## config.mk

```make
export PLATFORM = sky130hd
export DESIGN_NAME = first_fit_allocator_compaction
export DESIGN_NICKNAME = d
export VERILOG_FILES = /design/src/ffac_pkg.sv /design/src/ffac_ram.sv /design/src/first_fit_allocator_compaction.sv
export SDC_FILE = /design/constraint.sdc
export NUM_CORES = 2
export LEC_CHECK = 0
export BUFFER_PORTS_ARGS = -buffer_cell sky130_fd_sc_hd__buf_2
export CAP_MARGIN = 25
export CORE_MARGIN = 5
export CORE_UTILIZATION = 57
export CTS_BUF_LIST = sky130_fd_sc_hd__clkbuf_16
export CTS_CLUSTER_DIAMETER = 30
export DETAILED_ROUTE_END_ITERATION = 6
export PLACE_DENSITY = 0.73
export SYNTH_ARGS = -nofsm -noshare
export SYNTH_HDL_FRONTEND = slang
export SYNTH_HIERARCHICAL = 1
export SYNTH_SLANG_ARGS = --single-unit
```

## constraint.sdc

```tcl
create_clock -name aclk -period 11.7 [get_ports aclk]
set_input_delay 0.585 -clock aclk [delete_from_list [all_inputs] [get_ports aclk]]
set_output_delay 0.585 -clock aclk [all_outputs]
set_load 0.05 [all_outputs]
```

## src/ffac_pkg.sv

```systemverilog
// shared constants and helpers for the first-fit allocator
package ffac_pkg;

    localparam int HeapUnits    = 1024;
    localparam int GranuleBytes = 8;
    localparam int MaxBlocks    = 32;
    localparam int ExtSlots     = MaxBlocks + 1;

    localparam int UW  = 10;
    localparam int LW  = 11;
    localparam int SZW = 14;
    localparam int HW  = 8;
    localparam int BIW = 5;
    localparam int EIW = 6;
    localparam int CW  = 6;
    localparam int GW  = $clog2(GranuleBytes);

    localparam logic [2:0] ST_ALLOC     = 3'd0;
    localparam logic [2:0] ST_ALLOC_CMP = 3'd1;
    localparam logic [2:0] ST_FULL      = 3'd2;
    localparam logic [2:0] ST_FREED     = 3'd3;
    localparam logic [2:0] ST_NOTFOUND  = 3'd4;

    localparam logic OP_ALLOC = 1'b0;
    localparam logic OP_FREE  = 1'b1;

    localparam int BW = HW + UW + SZW;
    localparam int XW = UW + LW;

    // saturates so that an oversized request never fits
    function automatic logic [LW-1:0] units_of(input logic [SZW-1:0] b);
        logic [SZW:0] t;
        logic [SZW:0] q;
        t = {1'b0, b} + (SZW+1)'(GranuleBytes - 1);
        q = t >> GW;
        return (q > (SZW+1)'((1 << LW) - 1)) ? '1 : LW'(q);
    endfunction

    function automatic logic [2:0] frag_of(input logic [SZW-1:0] b);
        logic [GW-1:0] r;
        r = GW'(0) - b[GW-1:0];
        return 3'(r);
    endfunction

endpackage

```

## src/ffac_ram.sv

```systemverilog
// generic single-port write, single-port read ram with registered read
module ffac_ram #(
    parameter int Width = 8,
    parameter int Depth = 32
) (
    input  logic                     aclk,
    input  logic                     we,
    input  logic [$clog2(Depth)-1:0] waddr,
    input  logic [Width-1:0]         wdata,
    input  logic [$clog2(Depth)-1:0] raddr,
    output logic [Width-1:0]         rdata
);
    logic [Width-1:0] mem [Depth];

    always_ff @(posedge aclk) begin
        if (we) mem[waddr] <= wdata;
        rdata <= mem[raddr];
    end
endmodule

```

## src/first_fit_allocator_compaction.sv

```systemverilog
// top level of the first-fit allocator with coalescing and compaction
//
// input channel s_*: op (allocate or free), handle, size_bytes.
// result channel m_*: status, start_unit, units, frag_bytes, one per request.
// block table and free-extent list live in two rams, walked entry by entry
// through a read-modify-write sequencer that issues a read and then uses the
// registered read data before moving on to the next entry.
// an allocate walks the extents and then the blocks, with a compaction adding
// a repack pass over the blocks; a free walks the blocks and then the extents.
// one request is in flight at a time; s_ready is high only when idle.
// a finished result moves to an output register and sits there until taken;
// the next request is accepted and processed meanwhile, and its result waits
// in the sequencer until the output register is free.
// reset (synchronous, active low) sets one free extent covering the heap
// and an empty block table, and needs no clearing pass.
module first_fit_allocator_compaction (
    input  logic        aclk,
    input  logic        aresetn,
    input  logic        s_valid,
    output logic        s_ready,
    input  logic        s_op,
    input  logic [7:0]  s_handle,
    input  logic [13:0] s_size_bytes,
    output logic        m_valid,
    input  logic        m_ready,
    output logic [2:0]  m_status,
    output logic [9:0]  m_start_unit,
    output logic [10:0] m_units,
    output logic [2:0]  m_frag_bytes
);
    typedef enum logic [15:0] {
        S_IDLE  = 16'h0001,
        S_AFIND = 16'h0002,
        S_PACK  = 16'h0004,
        S_ATRY  = 16'h0008,
        S_AEXT  = 16'h0010,
        S_EDROP = 16'h0020,
        S_BFIND = 16'h0040,
        S_BINS  = 16'h0080,
        S_FFIND = 16'h0100,
        S_FDEL  = 16'h0200,
        S_XFIND = 16'h0400,
        S_XMERG = 16'h0800,
        S_XINS  = 16'h1000,
        S_DONE  = 16'h2000,
        S_WAIT  = 16'h4000,
        S_PACKW = 16'h8000
    } state_t;

    state_t state_reg, state_next;

    // block ram
    logic                       b_we;
    logic [ffac_pkg::BIW-1:0]   b_waddr, b_raddr;
    logic [ffac_pkg::BW-1:0]    b_wdata, b_rdata;
    // extent ram
    logic                       x_we;
    logic [ffac_pkg::EIW-1:0]   x_waddr, x_raddr;
    logic [ffac_pkg::XW-1:0]    x_wdata, x_rdata;

    ffac_ram #(.Width(ffac_pkg::BW), .Depth(ffac_pkg::MaxBlocks)) u_bram (
        .aclk(aclk), .we(b_we), .waddr(b_waddr), .wdata(b_wdata),
        .raddr(b_raddr), .rdata(b_rdata));
    ffac_ram #(.Width(ffac_pkg::XW), .Depth(ffac_pkg::ExtSlots)) u_xram (
        .aclk(aclk), .we(x_we), .waddr(x_waddr), .wdata(x_wdata),
        .raddr(x_raddr), .rdata(x_rdata));

    // extent 0 shadow reset value until first write
    logic x0_valid_reg, x0_valid_next;

    logic [ffac_pkg::CW-1:0]  bcnt_reg, bcnt_next, xcnt_reg, xcnt_next;
    logic                     op_reg, op_next;
    logic [ffac_pkg::HW-1:0]  hnd_reg, hnd_next;
    logic [ffac_pkg::SZW-1:0] sz_reg, sz_next;
    logic [ffac_pkg::LW-1:0]  u_reg, u_next;
    logic [ffac_pkg::CW-1:0]  i_reg, i_next;
    logic [ffac_pkg::CW-1:0]  k_reg, k_next;
    logic                     rd_reg, rd_next;   // read data valid, i or k
    logic [ffac_pkg::BW-1:0]  carry_reg, carry_next;
    logic [ffac_pkg::XW-1:0]  xprev_reg, xprev_next;
    logic [ffac_pkg::UW:0]    pos_reg, pos_next;
    logic                     cmp_reg, cmp_next;
    logic [ffac_pkg::UW-1:0]  s_reg, s_next;
    logic [2:0]  ost_reg, ost_next;
    logic [9:0]  ostart_reg, ostart_next;
    logic [10:0] ounits_reg, ounits_next;
    logic [2:0]  ofrag_reg, ofrag_next;
    logic        mv_reg, mv_next;
    // output register
    logic [2:0]  mst_reg, mst_next;
    logic [9:0]  mstart_reg, mstart_next;
    logic [10:0] munits_reg, munits_next;
    logic [2:0]  mfrag_reg, mfrag_next;

    logic [ffac_pkg::XW-1:0] xr;
    logic [ffac_pkg::UW-1:0] xr_s, bs;
    logic [ffac_pkg::LW-1:0] xr_l, bu;
    logic [ffac_pkg::HW-1:0] bh;
    logic [ffac_pkg::SZW-1:0] bb;

    always_comb begin
        xr   = (i_reg == '0 && !x0_valid_reg) ?
               {ffac_pkg::UW'(0), ffac_pkg::LW'(ffac_pkg::HeapUnits)} : x_rdata;
        xr_s = xr[ffac_pkg::XW-1 -: ffac_pkg::UW];
        xr_l = xr[ffac_pkg::LW-1:0];
        bh   = b_rdata[ffac_pkg::BW-1 -: ffac_pkg::HW];
        bs   = b_rdata[ffac_pkg::SZW +: ffac_pkg::UW];
        bb   = b_rdata[ffac_pkg::SZW-1:0];
        bu   = ffac_pkg::units_of(bb);
    end

    assign s_ready      = (state_reg == S_IDLE);
    assign m_valid      = mv_reg;
    assign m_status     = mst_reg;
    assign m_start_unit = mstart_reg;
    assign m_units      = munits_reg;
    assign m_frag_bytes = mfrag_reg;

    always_comb begin
        state_next = state_reg;
        x0_valid_next = x0_valid_reg;
        bcnt_next = bcnt_reg; xcnt_next = xcnt_reg;
        op_next = op_reg; hnd_next = hnd_reg; sz_next = sz_reg; u_next = u_reg;
        i_next = i_reg; k_next = k_reg; rd_next = 1'b0;
        carry_next = carry_reg; xprev_next = xprev_reg; pos_next = pos_reg;
        cmp_next = cmp_reg; s_next = s_reg;
        ost_next = ost_reg; ostart_next = ostart_reg; ounits_next = ounits_reg;
        ofrag_next = ofrag_reg;
        mv_next = mv_reg && !m_ready;
        mst_next = mst_reg; mstart_next = mstart_reg; munits_next = munits_reg;
        mfrag_next = mfrag_reg;
        b_we = 1'b0; b_waddr = i_reg[ffac_pkg::BIW-1:0]; b_wdata = carry_reg;
        b_raddr = i_reg[ffac_pkg::BIW-1:0];
        x_we = 1'b0; x_waddr = i_reg; x_wdata = xprev_reg; x_raddr = i_reg;

        unique case (state_reg)
            S_IDLE: begin
                if (s_valid && s_ready) begin
                    op_next = s_op; hnd_next = s_handle; sz_next = s_size_bytes;
                    u_next = ffac_pkg::units_of(s_size_bytes);
                    i_next = '0; cmp_next = 1'b0;
                    b_raddr = '0; x_raddr = '0;
                    if (s_op == ffac_pkg::OP_FREE) begin
                        state_next = S_FFIND;
                    end else if (s_size_bytes == '0 ||
                                 bcnt_reg >= ffac_pkg::CW'(ffac_pkg::MaxBlocks)) begin
                        ost_next = ffac_pkg::ST_FULL; state_next = S_DONE;
                    end else begin
                        state_next = S_AFIND;
                    end
                end
            end
            // scan extents for first fit
            S_AFIND: begin
                if (!rd_reg) begin
                    x_raddr = i_reg; rd_next = 1'b1;
                end else if (i_reg >= xcnt_reg) begin
                    if (cmp_reg) begin
                        ost_next = ffac_pkg::ST_FULL; state_next = S_DONE;
                    end else begin
                        i_next = '0; pos_next = '0; state_next = S_PACK;
                    end
                end else if (xr_l >= u_reg) begin
                    xprev_next = xr; state_next = S_AEXT;
                end else begin
                    i_next = i_reg + 1'b1;
                end
            end
            // repack blocks from unit 0
            S_PACK: begin
                if (i_reg >= bcnt_reg) begin
                    if (pos_reg < (ffac_pkg::UW+1)'(ffac_pkg::HeapUnits)) begin
                        x_we = 1'b1; x_waddr = '0;
                        x_wdata = {pos_reg[ffac_pkg::UW-1:0],
                                   ffac_pkg::LW'(ffac_pkg::HeapUnits) -
                                   ffac_pkg::LW'(pos_reg)};
                        x0_valid_next = 1'b1;
                        xcnt_next = ffac_pkg::CW'(1);
                    end else begin
                        xcnt_next = '0;
                    end
                    cmp_next = 1'b1; i_next = '0; state_next = S_ATRY;
                end else begin
                    b_raddr = i_reg[ffac_pkg::BIW-1:0]; state_next = S_PACKW;
                end
            end
            S_PACKW: begin
                b_we = 1'b1; b_waddr = i_reg[ffac_pkg::BIW-1:0];
                b_wdata = {bh, pos_reg[ffac_pkg::UW-1:0], bb};
                pos_next = pos_reg + (ffac_pkg::UW+1)'(bu);
                i_next = i_reg + 1'b1; state_next = S_PACK;
            end
            S_ATRY: begin
                x_raddr = '0; rd_next = 1'b1; state_next = S_AFIND;
            end
            // trim or drop the chosen extent
            S_AEXT: begin
                s_next = xprev_reg[ffac_pkg::XW-1 -: ffac_pkg::UW];
                if (xprev_reg[ffac_pkg::LW-1:0] > u_reg) begin
                    x_we = 1'b1; x_waddr = i_reg;
                    x_wdata = {xprev_reg[ffac_pkg::XW-1 -: ffac_pkg::UW] +
                               ffac_pkg::UW'(u_reg),
                               xprev_reg[ffac_pkg::LW-1:0] - u_reg};
                    if (i_reg == '0) x0_valid_next = 1'b1;
                    k_next = '0; state_next = S_BFIND;
                end else begin
                    i_next = i_reg + 1'b1; state_next = S_EDROP;
                end
            end
            // shift extents down over the dropped one
            S_EDROP: begin
                if (i_reg >= xcnt_reg) begin
                    xcnt_next = xcnt_reg - 1'b1; k_next = '0;
                    state_next = (op_reg == ffac_pkg::OP_FREE) ? S_DONE : S_BFIND;
                end else if (!rd_reg) begin
                    x_raddr = i_reg; rd_next = 1'b1;
                end else begin
                    x_we = 1'b1; x_waddr = i_reg - 1'b1; x_wdata = xr;
                    if (i_reg == ffac_pkg::CW'(1)) x0_valid_next = 1'b1;
                    i_next = i_reg + 1'b1;
                end
            end
            // find insertion point then shift blocks up
            S_BFIND: begin
                if (k_reg >= bcnt_reg) begin
                    i_next = k_reg;
                    carry_next = {hnd_reg, s_reg, sz_reg};
                    state_next = S_BINS;
                end else if (!rd_reg) begin
                    b_raddr = k_reg[ffac_pkg::BIW-1:0]; rd_next = 1'b1;
                end else if (bs > s_reg) begin
                    i_next = k_reg;
                    carry_next = {hnd_reg, s_reg, sz_reg};
                    state_next = S_BINS;
                end else begin
                    k_next = k_reg + 1'b1;
                end
            end
            S_BINS: begin
                if (i_reg >= bcnt_reg) begin
                    b_we = 1'b1; b_waddr = i_reg[ffac_pkg::BIW-1:0];
                    b_wdata = carry_reg;
                    bcnt_next = bcnt_reg + 1'b1;
                    ost_next = cmp_reg ? ffac_pkg::ST_ALLOC_CMP : ffac_pkg::ST_ALLOC;
                    ostart_next = s_reg; ounits_next = u_reg;
                    ofrag_next = ffac_pkg::frag_of(sz_reg);
                    state_next = S_DONE;
                end else if (!rd_reg) begin
                    b_raddr = i_reg[ffac_pkg::BIW-1:0]; rd_next = 1'b1;
                end else begin
                    b_we = 1'b1; b_waddr = i_reg[ffac_pkg::BIW-1:0];
                    b_wdata = carry_reg; carry_next = b_rdata;
                    i_next = i_reg + 1'b1;
                end
            end
            // free: find handle
            S_FFIND: begin
                if (i_reg >= bcnt_reg) begin
                    ost_next = ffac_pkg::ST_NOTFOUND; state_next = S_DONE;
                end else if (!rd_reg) begin
                    b_raddr = i_reg[ffac_pkg::BIW-1:0]; rd_next = 1'b1;
                end else if (bh == hnd_reg) begin
                    s_next = bs; u_next = bu;
                    i_next = i_reg + 1'b1; state_next = S_FDEL;
                end else begin
                    i_next = i_reg + 1'b1;
                end
            end
            S_FDEL: begin
                if (i_reg >= bcnt_reg) begin
                    bcnt_next = bcnt_reg - 1'b1;
                    i_next = '0; xprev_next = '0; k_next = '0;
                    state_next = S_XFIND;
                end else if (!rd_reg) begin
                    b_raddr = i_reg[ffac_pkg::BIW-1:0]; rd_next = 1'b1;
                end else begin
                    b_we = 1'b1; b_waddr = 5'(i_reg - 1'b1); b_wdata = b_rdata;
                    i_next = i_reg + 1'b1;
                end
            end
            // find first extent starting above s; xprev holds extent k-1
            S_XFIND: begin
                if (i_reg >= xcnt_reg) begin
                    k_next = i_reg; state_next = S_XMERG;
                end else if (!rd_reg) begin
                    x_raddr = i_reg; rd_next = 1'b1;
                end else if (xr_s > s_reg) begin
                    k_next = i_reg; carry_next = ffac_pkg::BW'(xr);
                    state_next = S_XMERG;
                end else begin
                    xprev_next = xr; i_next = i_reg + 1'b1;
                end
            end
            S_XMERG: begin
                begin
                    logic pm, nm;
                    logic [ffac_pkg::UW:0] pend, send;
                    logic [ffac_pkg::UW-1:0] ns;
                    logic [ffac_pkg::LW-1:0] nl;
                    pend = (ffac_pkg::UW+1)'(xprev_reg[ffac_pkg::XW-1 -: ffac_pkg::UW]) +
                           (ffac_pkg::UW+1)'(xprev_reg[ffac_pkg::LW-1:0]);
                    send = (ffac_pkg::UW+1)'(s_reg) + (ffac_pkg::UW+1)'(u_reg);
                    ns = carry_reg[ffac_pkg::XW-1 -: ffac_pkg::UW];
                    nl = carry_reg[ffac_pkg::LW-1:0];
                    pm = (k_reg != '0) && (pend == (ffac_pkg::UW+1)'(s_reg));
                    nm = (k_reg < xcnt_reg) && ((ffac_pkg::UW+1)'(ns) == send);
                    ost_next = ffac_pkg::ST_FREED; ostart_next = s_reg;
                    ounits_next = u_reg; ofrag_next = '0;
                    if (pm) begin
                        x_we = 1'b1; x_waddr = k_reg - 1'b1;
                        x_wdata = {xprev_reg[ffac_pkg::XW-1 -: ffac_pkg::UW],
                                   xprev_reg[ffac_pkg::LW-1:0] + u_reg +
                                   (nm ? nl : ffac_pkg::LW'(0))};
                        if (k_reg == ffac_pkg::CW'(1)) x0_valid_next = 1'b1;
                        if (nm) begin
                            i_next = k_reg + 1'b1; state_next = S_EDROP;
                        end else begin
                            state_next = S_DONE;
                        end
                    end else if (nm) begin
                        x_we = 1'b1; x_waddr = k_reg;
                        x_wdata = {s_reg, nl + u_reg};
                        if (k_reg == '0) x0_valid_next = 1'b1;
                        state_next = S_DONE;
                    end else if (xcnt_reg < ffac_pkg::CW'(ffac_pkg::ExtSlots)) begin
                        i_next = k_reg; xprev_next = {s_reg, u_reg};
                        state_next = S_XINS;
                    end else begin
                        state_next = S_DONE;
                    end
                end
            end
            // shift extents up from k, carrying the new one in
            S_XINS: begin
                if (i_reg >= xcnt_reg) begin
                    x_we = 1'b1; x_waddr = i_reg; x_wdata = xprev_reg;
                    if (i_reg == '0) x0_valid_next = 1'b1;
                    xcnt_next = xcnt_reg + 1'b1; state_next = S_DONE;
                end else if (!rd_reg) begin
                    x_raddr = i_reg; rd_next = 1'b1;
                end else begin
                    x_we = 1'b1; x_waddr = i_reg; x_wdata = xprev_reg;
                    if (i_reg == '0) x0_valid_next = 1'b1;
                    xprev_next = xr; i_next = i_reg + 1'b1;
                end
            end
            S_DONE: begin
                if (ost_next == ffac_pkg::ST_FULL || ost_reg == ffac_pkg::ST_FULL ||
                    ost_reg == ffac_pkg::ST_NOTFOUND) begin
                    ostart_next = '0; ounits_next = '0; ofrag_next = '0;
                end
                state_next = S_WAIT;
            end
            // hand the result to the output register once it is free
            S_WAIT: begin
                if (!mv_reg || m_ready) begin
                    mv_next = 1'b1;
                    mst_next = ost_reg; mstart_next = ostart_reg;
                    munits_next = ounits_reg; mfrag_next = ofrag_reg;
                    state_next = S_IDLE;
                end
            end
            default: state_next = S_IDLE;
        endcase
    end

    always_ff @(posedge aclk) begin
        if (!aresetn) begin
            state_reg <= S_IDLE;
            x0_valid_reg <= 1'b0;
            bcnt_reg <= '0;
            xcnt_reg <= ffac_pkg::CW'(1);
            rd_reg <= 1'b0;
            mv_reg <= 1'b0;
        end else begin
            state_reg <= state_next;
            x0_valid_reg <= x0_valid_next;
            bcnt_reg <= bcnt_next;
            xcnt_reg <= xcnt_next;
            rd_reg <= rd_next;
            mv_reg <= mv_next;
        end
    end

    always_ff @(posedge aclk) begin
        op_reg <= op_next; hnd_reg <= hnd_next; sz_reg <= sz_next; u_reg <= u_next;
        i_reg <= i_next; k_reg <= k_next; carry_reg <= carry_next;
        xprev_reg <= xprev_next; pos_reg <= pos_next; cmp_reg <= cmp_next;
        s_reg <= s_next; ost_reg <= ost_next; ostart_reg <= ostart_next;
        ounits_reg <= ounits_next; ofrag_reg <= ofrag_next;
        mst_reg <= mst_next; mstart_reg <= mstart_next;
        munits_reg <= munits_next; mfrag_reg <= mfrag_next;
    end
endmodule

```

==> flow_metrics.py <==
metrics = {
    "final_layout": {
        "layout.nets": 6216,
        "layout_common_cells": "1892 x edfxtp_1, 906 x mux2i_1, 390 x clkbuf_16",
        "reg_top3": "u_bram/mem: 1024 flops, u_xram/mem: 693 flops",
        "areaGrowthSynthToFinish_pct": 19.2,
        "n_antenna_cell": 0,
        "top_register": "u_bram/mem",
        "fin_util_pct": 68.3,
        "fin_area_mm2": 0.102,
        "mostFrequentLayoutCell": "edfxtp_1",
        "drive_gt1_share_pct": 17.2,
        "largest_reg_flops": 1024,
    },
    "synth": {
        "syn_area_mm2": 0.0858,
        "yosys_warnings": 6,
        "synth_nets": 5867,
        "synthAdderAreaFrac_pct": 2.47,
        "synthDistinctLibCells": 99,
        "yosys.area_share.simple_pct": 5.45,
        "ys_ff_latch": 1976,
        "postSynthAreaPerCell_um2": 15.1,
        "synth_compound_area_share_pct": 9.45,
        "ys.flop_type": "edfxtp_1",
        "synth_edf_count": 1892,
        "synth_top_family_by_area": "multiplexers",
        "post_synth_mux_area_share_pct": 10.9,
        "ys_seq_area_share_pct": 68.2,
        "postSynthCellCount": 5682,
        "yosys.area_share.xor_xnor_pct": 1.16,
        "synthArstFlopShare_pct": 0,
    },
    "hold_path": {
        "hold_class": "in -> reg",
    },
    "power": {
        "p_switching_uw": 7970,
        "power_frac_clock_pct": 42.5,
        "power.internal_uw": 17400,
        "p_seq_share_pct": 32.0,
        "swShare_pct": 31.3,
        "pwr-share-comb_pct": 25.5,
        "vdd_drop_max_mv": 0.247,
        "fin_total_pwr_uw": 25400,
        "power_density_mw_per_mm2": 249,
        "p_leak_uw": 0.0359,
    },
    "placement": {
        "place_hpwl_mm": 148,
        "io_buffers": 55,
        "placedInstanceArea_mm2": 0.0890,
        "globalplace.congestion": 0.990,
    },
    "worst_setup_path": {
        "reg2reg_setup_slack_ns": 4.04,
        "endpoint": "u_xram/mem[27][9]$_DFFE_PP_",
        "critPathLaunchType": "flip-flop",
        "worstPathMaxFanout": 24,
        "reg2reg_depth": 24,
        "worstSetupPathType": "reg -> reg",
        "cp-end-kind": "flip-flop",
        "crit_start": "u_reg[1]$_DFFE_PP_",
        "r2r-end": "u_xram/mem[27][9]$_DFFE_PP_",
        "timing.rr.start": "u_reg[1]$_DFFE_PP_",
        "worstPathArrival_ns": 8.32,
        "cp.required_ns": 12.36,
    },
    "clock_network": {
        "ctsResizeCount": 0,
        "path_clk_slew_ns": 0.04,
        "cts_tree": "yes",
        "cts_max_level": 5,
        "insertion_delay_ns": 0.93,
        "clockBufferDepth": 4,
        "cts_buffers": 382,
        "clock_sinks": 1976,
        "root_buffer": "clkbuf_16",
    },
    "floorplanning": {
        "core_mm2": 0.150,
        "start_util_pct": 57.3,
        "io_pins": 56,
        "dieArea_mm2": 0.158,
        "num_rows": 142,
        "die_height_um": 398,
        "die_w_um": 398,
    },
    "timing": {
        "slew_viol_final": 0,
        "tightest_slew_ns": 1.20,
        "slew_headroom_pct": 19.4,
        "finalSetupViolCount": 0,
        "timing.final.crit_share_pct": 65.5,
        "tns_ns": 0,
        "holdWs_ns": 0.0841,
        "fin_crit_ns": 7.66,
        "fmax_ghz": 0.130,
        "hold_violations": 0,
        "rsz0062_at_grt": "false",
        "fin_skew_ns": 0.0977,
    },
    "drt": {
        "dr_total_vias": 54400,
        "wl_mm": 254,
        "viasPerCell": 6.52,
        "ant_nets": 0,
        "drtPass1Iterations": 7,
        "wl_per_cell_um": 30.4,
        "drtIter0Drc": 6343,
        "drc": 0,
    },
    "global_route": {
        "grt_max_degree": 134,
        "grt.overflow.total": 0,
        "grt_pass1_wl_mm": 366,
        "track_usage_pct": 31.8,
        "antenna_found_initial": 6,
        "grt_pass1_vias": 53700,
    },
    "run": {
        "cap_violations": 0,
    },
    "status": {
        "status": "finished clean",
    },
}
per-layer routing:
layer | wire length (um) | vias up | track usage, %
li1 | - | 23300 | -
met2 | 117000 | 3119 | 49.6
met4 | 12000 | 4 | 13.8
met3 | 27000 | 637 | 8.30
met5 | 27 | - | 0
met1 | 98300 | 27400 | 42.6
cells by family (layout without fill, tap and decap cells):
| family | count (synthesis) | after routing |
|---|---|---|
| AOI/OAI and AO/OA | 1143 | 1143 |
| xor gates and xnor gates | 114 | 114 |
| adders and majority gates | 158 | 158 |
| buffers and inverters | 389 | 1044 |
| DFF | 1976 | 1976 |
| muxes | 934 | 934 |
| and+or+nand+nor | 968 | 968 |
power by group through the flow:
stage,sequential (uW),combinational [uW],clock (uW)
3_5_place_dp,8250,6290,0
2_1_floorplan,8100,4580,0
3_3_place_gp,8240,6230,0
5_1_grt,8120,6810,11300
4_1_cts,8120,6370,10900
6_report,8120,6490,10800
what timing repair did:
action | CTS | global route
hold buffers | 17 | 0
hold endpoints to repair | 17 | 0
setup buffers | 0 | 0
critical path, cell delays in order, from the launching register on:
cell and delay, ns:
edfxtp_1 0.55, inv_1 0.43, fa_1 0.31, nor2b_1 0.08
o31a_2 0.32, o22ai_1 0.23, mux4_2 0.59, nor4_4 0.30
buf_4 0.27, and2_1 0.73, nand2_1 0.19, fa_1 0.52
inv_1 0.04, ha_1 0.22, fa_1 0.47, a21oi_1 0.15
nor2_1 0.06, nor2_1 0.17, nor2b_1 0.07, o21a_1 0.18
o41ai_1 0.38, xnor2_1 0.12, a221oi_1 0.29, nand3_1 0.44
buf_16 0.33
worst min path at each step:
stage	startpoint	endpoint	slack, ns	depth (start not counted)
final	s_size_bytes[4]	sz_reg[4]$_DFFE_PP_	0.08	1
after global placement	ofrag_reg[1]$_SDFFCE_PP0P_	m_frag_bytes[1]$_DFFE_PP_	0.40	0
after global routing	s_size_bytes[10]	sz_reg[10]$_DFFE_PP_	0.04	1
after CTS	s_size_bytes[4]	sz_reg[4]$_DFFE_PP_	0.02	1
after floorplan	ofrag_reg[0]$_SDFFCE_PP0P_	m_frag_bytes[0]$_DFFE_PP_	0.40	0
after detailed placement	ostart_reg[5]$_SDFFCE_PP0P_	m_start_unit[5]$_DFFE_PP_	0.40	0
synth_stat cells, drive strengths merged, types with 33 or more instances:
cell type / n / area, um^2
a22oi: 218 / 1640
clkbuf: 147 / 563
xor2: 36 / 315
edfxtp: 1892 / 56800
nor3: 83 / 420
ha: 139 / 1740
a221oi: 58 / 708
mux2i: 906 / 9070
nor2: 221 / 832
a22o: 107 / 937
nand2: 287 / 1080
o22ai: 36 / 225
xnor2: 78 / 683
nand3: 141 / 706
dfxtp: 84 / 1680
buf: 153 / 1120
a31oi: 43 / 269
inv: 86 / 323
a21oi: 298 / 1500
o21ai: 156 / 781
a21o: 33 / 248
stage by stage:
step           std cells  worst slack, ns
2_1_floorplan       5682             4.41
3_3_place_gp        7626             3.74
3_5_place_dp        7635             3.57
4_1_cts             8342             3.57
5_1_grt             8353             3.64
6_report            8353             4.04
final cells by class:
cell class | count | area [um^2]
tap | 2016 | 2520
clock buffer | 390 | 9760
clock inverter | 300 | 3120
inverter | 89 | 334
sequential | 1976 | 58500
timing repair buffer | 265 | 2120
multi-input combinational | 3317 | 25900
fill | 9742 | 47500
Power figures use the tool's default switching activity.
